### src/vehicle_pi_speed_and_steer_control_assert.svh
// Assertion macros for the vehicle PI speed and steering controller.
// Both macros sample on the rising edge of clk and are off while rst_n is low.
`ifndef VEHICLE_PI_SPEED_AND_STEER_CONTROL_ASSERT_SVH
`define VEHICLE_PI_SPEED_AND_STEER_CONTROL_ASSERT_SVH
`ifndef NO_ASSERTIONS
`define VPSSC_ASSERT(label, prop, msg) \
    label: assert property (@(posedge clk) disable iff (!rst_n) prop) else $error(msg);
`define VPSSC_ASSERT_NEXT(label, ante, cons, msg) \
    label: assert property (@(posedge clk) disable iff (!rst_n) (ante) |=> (cons)) \
        else $error(msg);
`else
`define VPSSC_ASSERT(label, prop, msg)
`define VPSSC_ASSERT_NEXT(label, ante, cons, msg)
`endif
`endif

### src/vpssc_pkg.sv
`timescale 1ns / 1ps

package vpssc_pkg;

    localparam int FRAC_BITS = 16;

    localparam int CFG_IDX_W  = 3;
    localparam int CFG_W      = 24;
    localparam int IN_DATA_W  = 96;
    localparam int OUT_DATA_W = 48;

    localparam int GAIN_W  = 23;
    localparam int LIMIT_W = 24;
    localparam int DT_W    = 16;
    localparam int SPEED_W = 24;
    localparam int ANG_W   = 21;
    localparam int SUM_W   = 25;
    localparam int STEER_W = 21;

    localparam logic [CFG_IDX_W-1:0] CFG_SPEED_GAIN   = 3'd0;
    localparam logic [CFG_IDX_W-1:0] CFG_ACCEL_MAX    = 3'd1;
    localparam logic [CFG_IDX_W-1:0] CFG_ACCEL_MIN    = 3'd2;
    localparam logic [CFG_IDX_W-1:0] CFG_SUM_LIMIT    = 3'd3;
    localparam logic [CFG_IDX_W-1:0] CFG_AIM_GAIN     = 3'd4;
    localparam logic [CFG_IDX_W-1:0] CFG_FILTER_COEF  = 3'd5;
    localparam logic [CFG_IDX_W-1:0] CFG_TICK_PERIOD  = 3'd6;

    // Internal widths of the shared datapath.
    localparam int DV_W     = SPEED_W + 1;
    localparam int ANGX_W   = ANG_W + 1;
    localparam int MA_W     = GAIN_W + 1;
    localparam int CMD_W    = 2 * SPEED_W + 3 - FRAC_BITS;
    localparam int INC_W    = DT_W + DV_W - FRAC_BITS;
    localparam int UNF_W    = MA_W + ANGX_W - 1 - FRAC_BITS;
    localparam int DIFF_W   = ((UNF_W > STEER_W) ? UNF_W : STEER_W) + 1;
    localparam int RATE_W   = DIFF_W + GAIN_W - FRAC_BITS;
    localparam int MB_A     = (DIFF_W > INC_W) ? DIFF_W : INC_W;
    localparam int MB_W     = (MB_A > DV_W) ? MB_A : DV_W;
    localparam int RL_W     = MB_W - 1;
    localparam int RATE_X_W = (RATE_W > RL_W) ? RATE_W : RL_W + 1;
    localparam int RH_W     = RATE_X_W - RL_W;
    localparam int PROD_W   = MA_W + MB_W;
    localparam int ACC_W    = RATE_X_W + DT_W + 1;
    localparam int S_W      = (((ACC_W - FRAC_BITS) > STEER_W) ? ACC_W - FRAC_BITS : STEER_W) + 1;
    localparam int SUMX_W   = ((INC_W > SUM_W) ? INC_W : SUM_W) + 1;

    // Angle constants, rounded to nearest at FRAC_BITS.
    localparam longint PI_Q30 = 64'sd3373259426;
    localparam longint PI1_Q  = (PI_Q30 + (64'sd1 <<< (29 - FRAC_BITS))) >>> (30 - FRAC_BITS);
    localparam longint PI2_Q  = (PI_Q30 * 2 + (64'sd1 <<< (29 - FRAC_BITS))) >>> (30 - FRAC_BITS);
    localparam longint PI3_Q  = (PI_Q30 * 3 + (64'sd1 <<< (29 - FRAC_BITS))) >>> (30 - FRAC_BITS);
    localparam longint K93_Q  = ((64'sd93 <<< FRAC_BITS) * 2 + 10) / 20;

    typedef enum logic [4:0] {
        ST_IDLE,
        ST_MUL_KP,
        ST_ACC_KP,
        ST_MUL_KIS,
        ST_ACC_KIS,
        ST_MUL_DT,
        ST_ACC_DT,
        ST_MUL_KII,
        ST_ACC_KII,
        ST_MUL_AIM,
        ST_ACC_AIM,
        ST_MUL_COEF,
        ST_ACC_COEF,
        ST_MUL_RLO,
        ST_ACC_RLO,
        ST_MUL_RHI,
        ST_ACC_RHI,
        ST_FINISH
    } state_t;

    typedef enum logic [2:0] {
        SEL_KP_DV,
        SEL_KI_SUM,
        SEL_DT_DV,
        SEL_KI_INC,
        SEL_AIM_ANG,
        SEL_COEF_DIFF,
        SEL_DT_RLO,
        SEL_DT_RHI
    } mul_sel_t;

    typedef enum logic [3:0] {
        ACC_NONE,
        ACC_KP,
        ACC_KIS,
        ACC_INC,
        ACC_KII,
        ACC_UNF,
        ACC_RATE,
        ACC_RLO,
        ACC_RHI,
        ACC_FINISH
    } acc_op_t;

    typedef struct packed {
        logic     load;
        mul_sel_t mul_sel;
        acc_op_t  acc;
    } dp_cmd_t;

    typedef struct packed {
        logic in_limits;
        logic out_free;
    } dp_status_t;

endpackage

### src/vpssc_ctrl.sv
`timescale 1ns / 1ps

module vpssc_ctrl (
    input  logic                 clk,
    input  logic                 rst_n,
    input  logic                 in_valid,
    output logic                 in_ready,
    input  vpssc_pkg::dp_status_t status,
    output vpssc_pkg::dp_cmd_t    cmd
);
    import vpssc_pkg::*;

    state_t state_reg;
    state_t state_next;

    always_ff @(posedge clk or negedge rst_n)
    begin
        if (!rst_n)
        begin
            state_reg <= ST_IDLE;
        end
        else
        begin
            state_reg <= state_next;
        end
    end

    always_comb
    begin
        state_next = state_reg;
        unique case (state_reg)
            ST_IDLE:
            begin
                if (in_valid)
                begin
                    state_next = ST_MUL_KP;
                end
            end
            ST_MUL_KP:   state_next = ST_ACC_KP;
            ST_ACC_KP:   state_next = ST_MUL_KIS;
            ST_MUL_KIS:  state_next = ST_ACC_KIS;
            ST_ACC_KIS:  state_next = ST_MUL_DT;
            ST_MUL_DT:   state_next = ST_ACC_DT;
            ST_ACC_DT:   state_next = status.in_limits ? ST_MUL_KII : ST_MUL_AIM;
            ST_MUL_KII:  state_next = ST_ACC_KII;
            ST_ACC_KII:  state_next = ST_MUL_AIM;
            ST_MUL_AIM:  state_next = ST_ACC_AIM;
            ST_ACC_AIM:  state_next = ST_MUL_COEF;
            ST_MUL_COEF: state_next = ST_ACC_COEF;
            ST_ACC_COEF: state_next = ST_MUL_RLO;
            ST_MUL_RLO:  state_next = ST_ACC_RLO;
            ST_ACC_RLO:  state_next = ST_MUL_RHI;
            ST_MUL_RHI:  state_next = ST_ACC_RHI;
            ST_ACC_RHI:  state_next = ST_FINISH;
            ST_FINISH:
            begin
                if (status.out_free)
                begin
                    state_next = ST_IDLE;
                end
            end
        endcase
    end

    always_comb
    begin
        in_ready    = 1'b0;
        cmd.load    = 1'b0;
        cmd.mul_sel = SEL_KP_DV;
        cmd.acc     = ACC_NONE;
        unique case (state_reg)
            ST_IDLE:
            begin
                in_ready = 1'b1;
                cmd.load = in_valid;
            end
            ST_MUL_KP:   cmd.mul_sel = SEL_KP_DV;
            ST_ACC_KP:   cmd.acc     = ACC_KP;
            ST_MUL_KIS:  cmd.mul_sel = SEL_KI_SUM;
            ST_ACC_KIS:  cmd.acc     = ACC_KIS;
            ST_MUL_DT:   cmd.mul_sel = SEL_DT_DV;
            ST_ACC_DT:   cmd.acc     = ACC_INC;
            ST_MUL_KII:  cmd.mul_sel = SEL_KI_INC;
            ST_ACC_KII:  cmd.acc     = ACC_KII;
            ST_MUL_AIM:  cmd.mul_sel = SEL_AIM_ANG;
            ST_ACC_AIM:  cmd.acc     = ACC_UNF;
            ST_MUL_COEF: cmd.mul_sel = SEL_COEF_DIFF;
            ST_ACC_COEF: cmd.acc     = ACC_RATE;
            ST_MUL_RLO:  cmd.mul_sel = SEL_DT_RLO;
            ST_ACC_RLO:  cmd.acc     = ACC_RLO;
            ST_MUL_RHI:  cmd.mul_sel = SEL_DT_RHI;
            ST_ACC_RHI:  cmd.acc     = ACC_RHI;
            ST_FINISH:   cmd.acc     = ACC_FINISH;
        endcase
    end

endmodule

### config.mk
export PLATFORM = sky130hd
export DESIGN_NAME = vpssc_ctrl
export DESIGN_NICKNAME = d
export VERILOG_FILES = /design/src/vehicle_pi_speed_and_steer_control_assert.svh /design/src/vpssc_pkg.sv /design/src/vpssc_ctrl.sv
export SDC_FILE = /design/constraint.sdc
export NUM_CORES = 1
export LEC_CHECK = 0
export BUFFER_PORTS_ARGS = -buffer_cell sky130_fd_sc_hd__buf_2
export CAP_MARGIN = 20
export CELL_PAD_IN_SITES_DETAIL_PLACEMENT = 0
export CELL_PAD_IN_SITES_GLOBAL_PLACEMENT = 1
export CORE_MARGIN = 3
export CORE_UTILIZATION = 25
export DETAILED_ROUTE_END_ITERATION = 10
export HOLD_SLACK_MARGIN = 0.02
export PLACE_DENSITY_LB_ADDON = 0.3
export SLEW_MARGIN = 20
export SYNTH_ARGS = -nofsm -noshare
export SYNTH_HDL_FRONTEND = slang
export SYNTH_SLANG_ARGS = --single-unit
### constraint.sdc
create_clock -name clk -period 3.1 [get_ports clk]
set_input_delay 0.62 -clock clk [delete_from_list [all_inputs] [get_ports clk]]
set_output_delay 0.62 -clock clk [all_outputs]
set_load 0.02 [all_outputs]
==> results of run 1 <==
-- stage by stage --
stage | area (µm²) | power, mW | util (%)
final | 440 | 0.500 | 36.2
after global routing | 440 | 0.546 | 36.2
after CTS | 440 | 0.506 | 36.2
after detailed placement | 414 | 0.431 | 34.1
after global placement | 414 | 0.428 | 34.1
after floorplan | 352 | 0.370 | -
-- cell type report --
cell class,instances,area (µm²),area share [%]
Multi-Input combinational cell,33,199,45.2
Sequential cell,5,125,28.4
Timing Repair Buffer,13,65.1,14.8
Clock buffer,4,26.3,5.97
Inverter,2,7.51,1.70
Tap cell,14,17.5,3.98
-- cell families (layout without fill, tap and decap cells) --
family	after synthesis	in the layout	synth area share [%]
buffers and inverters	5	19	7.83
DFF	5	5	35.6
AOI/OAI and AO/OA	10	10	18.2
and+or+nand+nor	23	23	38.4
-- cells in the final DEF, fill, tap and decap left out, drive strengths merged --
master and n:
a211o 1, a21o 1, a21oi 4, and2 2, buf 13, clkbuf 4, dfrtp 5, inv 2
nand2 5, nand2b 3, nand3 4, nor2 5, nor3 2, nor3b 2, o211a 1, o21a 1
o21ai 2
-- metal layers --
layer / routed length [µm] / part of all wire (%) / global-route usage (%) / vias up
met5: 0 / 0 / 0 / -
met4: 0 / 0 / 7.23 / 0
met3: 63 / 8.7 / 2.07 / 0
met2: 280 / 39 / 10.9 / 12
met1: 377 / 52 / 10.6 / 134
li1: - / - / - / 171
-- critical path, cell delays in order (launching register included) --
cell and delay, ps:
dfrtp_1 470, nor3_4 280, nor3b_2 220, and2_1 130, buf_2 150
-- power breakdown --
group / total (mW) / internal, mW / switching, mW / leakage, nW
Combinational: 0.249 / 0.107 / 0.142 / 0.155
Sequential: 0.178 / 0.0955 / 0.0828 / 0.0614
Clock: 0.0724 / 0.0485 / 0.0239 / 0.0150
Total: 0.500 / 0.251 / 0.249 / 0.232
-- worst paths after layout --
kind | slack (ps) | start | cells after the start | end
max | 990 | state_reg[2]$_DFFE_PN0P_ | 4 | cmd[7]
max in group asynchronous | 2790 | rst_n | 1 | state_reg[2]$_DFFE_PN0P_
min in group clk | 640 | state_reg[3]$_DFFE_PN0P_ | 2 | state_reg[3]$_DFFE_PN0P_
min reg2reg | 640 | state_reg[3]$_DFFE_PN0P_ | 2 | state_reg[3]$_DFFE_PN0P_
min | 190 | rst_n | 1 | state_reg[4]$_DFFE_PN0P_
max reg2reg | 1860 | state_reg[0]$_DFFE_PN0P_ | 3 | state_reg[3]$_DFFE_PN0P_
==> flow_summary.toml, run 1 <==
[layout]
stdcell_count = 71
drive_gt1_share_pct = 33.3
diodes = 0
n_fill_cell = 135
nets = 63
area_growth_syn_to_layout_pct = 25.3
largest_reg_flops = 5

[floorplan]
die_x_um = 43.5
die_h_um = 43.5
pin_count = 14
core-area_um2 = 1220
fp.dieArea_um2 = 1890
rows = 12
start_util_pct = 28.9

[synth]
ys_warn_count = 0
ys.flop_type = "dfrtp_1"
synth_common_cells = "dfrtp_1, nand2_1, nor2_1"
synth_area_um2 = 352
synth_nets = 48
synth_cell_type_count = 19
synth_cells = 43
synth.area.top_cells = "dfrtp_1, nor3b_2, a21oi_1"
synthDominantCellAreaShare_pct = 35.6
yosysSeqAreaShare_pct = 35.6
synth_top_cell_by_area = "dfrtp_1"
synth-async-reset-ratio_pct = 100
synth-seq-cells = 5
synth.avg_cell_area_um2 = 8.18
synth_edf_count = 0

[placement]
io_buffers = 13
gp_congestion = 0.733
dpl.cell_count = 67
placement.setup.worst_slack_ps = 1240

[routing]
drt-initial-drc-count = 7
drcViolationCount = 0
via_per_inst = 4.46
ant_nets = 0
drt_first_pass_iters = 2
vias = 317
routedWlPerCell_um = 10.2
wirelength_um = 722

[setup_path]
crit_fanout = 8
crit_arrival_ps = 1490
endpoint_kind = "output pin"
crit_required_ps = 2480
crit_path_start_kind = "register"
path_class = "reg2out"

[timing]
fin_crit_sh_pct = 68.1
post-route-min-period_ps = 2110
fin_skew_ps = 0.219
setup_ws_ps = 989
fmax_mhz = 474
worstMarginPinSlew_ps = 462
rsz0062_at_grt = "false"
drv_slew = 0
worst_hold_slack_ps = 188
tns_ps = 0
maxSlewHeadroom_pct = 69.2
setup_viol = 0
hold_viol_final = 0

[cts]
root_buffer = "clkbuf_4"
cts-htree-levels = 1
clk_latency_ps = 230
cts_sinks = 5
hold_buffers = 0
clk_pin_slew_worst_paths_ps = 40
cts_tree = "built"
post_cts_resized = 0
clk_path_buf_depth = 2
cts_setup_buffers = 0
cts_made_buffers = 3

[flow_run]
drv_cap = 0

[grt]
grt_pass1_vias = 286
grt_pass1_wl_mm = 1.17
antenna_found_initial = 0
gr-total-overflow = 0
grt_use_total_pct = 8.19
grt_max_degree = 16

[hold_path]
min_path_type = "in2async"

[power]
p_leak_nw = 0.232
p_per_area_nw_per_um2 = 1140
ir_drop_uv = 448

[run_status]
status = "finished clean"
Note: power is estimated with default switching activity, not from simulation.
==> inputs of run 2 (changes only) <==
Clock period 3.1 ns to 2.1 ns, I/O delays scaled along.
==> run 2 against run 1 <==
  * Sequential share of layout area shrank 0.63 points
  * Clock power rose by 48%
  * Via count up 0.63%
  * Die area unchanged
  * Critical endpoint unchanged
  * Largest cell class unchanged
  * Largest power group unchanged
==> flow_summary.toml, run 2 (same netlist as run 1, synthesis figures left out) <==
[power]
p_leak_nw = 0.236
p_per_area_nw_per_um2 = 1640
ir_drop_uv = 661

[setup_path]
crit_path_start_kind = "register"
crit_required_ps = 1680
rrSetupSlack_ps = 860
endpoint_kind = "output pin"
crit_arrival_ps = 1490
path_class = "reg2out"
crit_fanout = 8

[flow_run]
drv_cap = 0

[cts]
cts_sinks = 5
root_buffer = "clkbuf_4"
clk_pin_slew_worst_paths_ps = 40
cts-htree-levels = 1
cts_tree = "built"
clk_path_buf_depth = 2
cts_made_buffers = 3
post_cts_resized = 0
clk_latency_ps = 230
cts_setup_buffers = 0

[run_status]
status = "finished clean"

[grt]
met1_usage_pct = 10.6
antenna_found_initial = 0
grt_pass1_vias = 286
gr-total-overflow = 0
use_met2_pct = 10.9
grt_use_total_pct = 8.19
top_usage_layer = "met2"
grt_max_degree = 16
use_met3_pct = 2.07
grt_pass1_wl_mm = 1.17

[floorplan]
die_h_um = 43.5
pin_count = 14
fp.dieArea_um2 = 1890
die_x_um = 43.5
core-area_um2 = 1220
start_util_pct = 28.9
rows = 12

[timing]
post-route-min-period_ps = 1910
fin_skew_ps = 0.219
hold_viol_final = 0
setup_viol = 0
fin_crit_sh_pct = 91.0
worstMarginPinSlew_ps = 462
tns_ps = 0
setup_ws_ps = 188
rsz0062_at_grt = "false"
drv_slew = 0
maxSlewHeadroom_pct = 69.2
fmax_mhz = 523
worst_hold_slack_ps = 486

[routing]
drcViolationCount = 0
routedWlPerCell_um = 10.1
drt_first_pass_iters = 2
wirelength_um = 729
vias = 319
via_per_inst = 4.43
drt-initial-drc-count = 7
ant_nets = 0

[layout]
n_fill_cell = 134
final_common_cell = "buf_2"
drive_gt1_share_pct = 32.8
layout_common_cells = "buf_2, nor2_1, nand2_1, dfrtp_1"
regArea_um2 = 125
largest_reg_flops = 5
multiInputGateArea_um2 = 199
area_growth_syn_to_layout_pct = 28.1
diodes = 0
nets = 64

[hold_path]
min_path_type = "in2reg"

[placement]
io_buffers = 13
gp_congestion = 0.733
placement.setup.worst_slack_ps = 444
## run 2: changes by cell type in the layout (fill, tap and decap cells not counted), sizes merged
cell,change
dlygate4sd3,+1
## run 2: where the power goes
part	switching, mW	internal [mW]
Sequential	0.122	0.141
Clock	0.0353	0.0716
Combinational	0.210	0.159
Total	0.368	0.371
## run 2: timing repair
item,in CTS,in global routing
hold buffers,1,0
setup endpoints to repair,0,0
endpoints found under the hold margin,5,0
## run 2: path summary, 6_finish.rpt
path / start / endpoint / cells after the start
setup / recovery: state_reg[2]$_DFFE_PN0P_ / cmd[7] / 4
hold / removal: status[0] / state_reg[0]$_DFFE_PN0P_ / 3
setup reg to reg: state_reg[0]$_DFFE_PN0P_ / state_reg[3]$_DFFE_PN0P_ / 3
hold reg to reg: state_reg[3]$_DFFE_PN0P_ / state_reg[3]$_DFFE_PN0P_ / 2
max in group asynchronous: rst_n / state_reg[2]$_DFFE_PN0P_ / 2
min in group asynchronous: rst_n / state_reg[4]$_DFFE_PN0P_ / 2
## run 2: cell type report
type / instances / share of cell area (%)
Tap cell: 14 / 3.89
Timing Repair Buffer: 14 / 16.7
Inverter: 2 / 1.67
Clock buffer: 4 / 5.83
Multi-Input combinational cell: 33 / 44.2
Sequential cell: 5 / 27.8
## run 2: critical path, stage by stage, from the launching register on
cell	delay, ps
dfrtp_1	470
nor3_4	280
nor3b_2	220
and2_1	130
buf_2	150
## run 2: metrics by stage
step                      utilization, %  std cells  instance area [µm²]  power (mW)
after detailed placement            34.1         67                  414       0.636
after floorplan                        -         43                  352       0.547
after CTS                           37.0         72                  450       0.749
final                               37.0         72                  450       0.739
after global placement              34.1         67                  414       0.632
after global routing                37.0         72                  450       0.808
## run 2: metal layers
layer	vias up	wire, µm
met4	0	0
li1	173	-
met3	0	63
met1	134	383
met5	-	0
met2	12	282
==> inputs of run 3 (changes only) <==
--- a/config.mk
+++ b/config.mk
@@ -14,2 +14,3 @@
 export DETAILED_ROUTE_END_ITERATION = 10
+export GPL_TIMING_DRIVEN = 0
 export HOLD_SLACK_MARGIN = 0.02
==> constraint.sdc (replaced) <==
create_clock -name clk -period 2.1 [get_ports clk]
set_input_delay 0.63 -clock clk [delete_from_list [all_inputs] [get_ports clk]]
set_output_delay 0.63 -clock clk [all_outputs]
set_load 0.02 [all_outputs]
==> run 3 against run 2 <==
  * Sequential power down 20%
  * Largest power group unchanged
  * First-iteration DRC count down 29%
  * Die area unchanged
  * Maximum frequency down 4.4%
  * Power up 6.1%
==> flow_summary.toml, run 3 (same netlist as run 1, synthesis figures left out) <==
[run_status]
status = "finished clean"

[setup_path]
crit_arrival_ps = 1370
cp_slowest_stage_delay_ps = 430
slowest_stage = "dfrtp_1"
crit_path_start_kind = "register"
cp_cell_sequence = "nor3_4 > nor3b_2 > and2_1 > buf_2"
crit_fanout = 5
endpoint_kind = "output pin"
path_class = "reg2out"
crit_required_ps = 1470

[timing]
worstMarginPinSlew_ps = 409
rsz0062_at_grt = "true"
fmax_mhz = 500
fin_crit_sh_pct = 95.2
worst_hold_slack_ps = 197
post-route-min-period_ps = 2000
hold_viol_final = 0
maxSlewHeadroom_pct = 72.7
setup_ws_ps = 101
setup_viol = 0
tns_ps = 0
drv_slew = 0
fin_skew_ps = 2.06

[power]
p_leak_nw = 0.247
p_per_area_nw_per_um2 = 1670
ir_drop_uv = 584
p_total_mw = 0.784

[layout]
final_common_cell = "buf_2"
largest_reg_flops = 5
diodes = 0
nets = 67
drive_gt1_share_pct = 37.7
layout_common_cells = "buf_2, nor2_1, nand2_1"
n_fill_cell = 145
area_growth_syn_to_layout_pct = 33.5
final_util_pct = 38.6

[floorplan]
pin_count = 14
rows = 12
start_util_pct = 28.9
core-area_um2 = 1220
die_x_um = 43.5
fp.dieArea_um2 = 1890
die_h_um = 43.5

[cts]
cts-htree-levels = 1
cts_tree = "built"
root_buffer = "clkbuf_4"
cts_made_buffers = 3
clk_pin_slew_worst_paths_ps = 40
hold_buffers = 0
cts_sinks = 5
clk_latency_ps = 230
clk_path_buf_depth = 2

[grt]
gr-total-overflow = 0
antenna_found_initial = 0
grt_max_degree = 11
grt_pass1_vias = 289
grt_use_total_pct = 9.22
grt_pass1_wl_mm = 1.23

[placement]
io_buffers = 13
placement.setup.worst_slack_ps = 223
gp_congestion = 0.754

[routing]
routedWlPerCell_um = 9.72
drt-initial-drc-count = 5
drt_first_pass_iters = 3
wirelength_um = 729
vias = 325
via_per_inst = 4.33
ant_nets = 0
drcViolationCount = 0

[flow_run]
drv_cap = 0

[hold_path]
min_path_type = "in2async"
[run 3: per-stage QoR]
stage | cell area [µm²] | cells
floorplan | 352 | 43
global placement | 434 | 70
detailed placement | 434 | 70
CTS | 468 | 75
global route | 469 | 75
finish | 469 | 75
[run 3: repair_timing]
action | CTS | global route
gates resized for setup | 0 | 1
pin swaps | 1 | 0
buffers inserted | 1 | 0
endpoints found under the setup margin | 1 | 2
hold endpoints to repair | 0 | 0
[run 3: power breakdown]
group | switching [mW] | leakage (nW) | internal [mW] | total, mW
sequential | 0.0654 | 0.0603 | 0.144 | 0.210
clock | 0.0331 | 0.0150 | 0.0714 | 0.105
combinational | 0.274 | 0.171 | 0.196 | 0.470
total | 0.373 | 0.247 | 0.411 | 0.784
[run 3: cell type report]
class                           instances  area, µm²  share of cell area [%]
Sequential cell                         5        126                    26.9
Timing Repair Buffer                   14       72.6                    15.5
Clock buffer                            4       26.3                    5.60
Multi-Input combinational cell         33        199                    42.4
Inverter                                2       7.51                    1.60
Tap cell                               14       17.5                    3.73
Buffer                                  3       20.0                    4.27
[run 3: final timing paths]
kind / start / end / slack [ps] / cells after the start
setup / recovery: state_reg[3]$_DFFE_PN0P_ / cmd[7] / 100 / 4
hold / removal: rst_n / state_reg[2]$_DFFE_PN0P_ / 200 / 1
setup reg to reg: state_reg[3]$_DFFE_PN0P_ / state_reg[0]$_DFFE_PN0P_ / 970 / 4
hold reg to reg: state_reg[4]$_DFFE_PN0P_ / state_reg[0]$_DFFE_PN0P_ / 560 / 1
max in group asynchronous: rst_n / state_reg[1]$_DFFE_PN0P_ / 1770 / 1
min in group clk: state_reg[4]$_DFFE_PN0P_ / state_reg[0]$_DFFE_PN0P_ / 560 / 1
[run 3: per-layer routing]
metal / up-vias / routed length, µm / GRT usage [%]
met1: 133 / 396 / 12.2
met3: 0 / 59 / 3.73
met4: 0 / 0 / 9.04
met5: - / 0 / 0
li1: 180 / - / -
met2: 12 / 274 / 10.6
[run 3: critical path, delay by kind of cell (launching register included)]
family,cells,cell delay [ps]
buffers and inverters,1,150
and+or+nand+nor,3,550
DFF,1,430
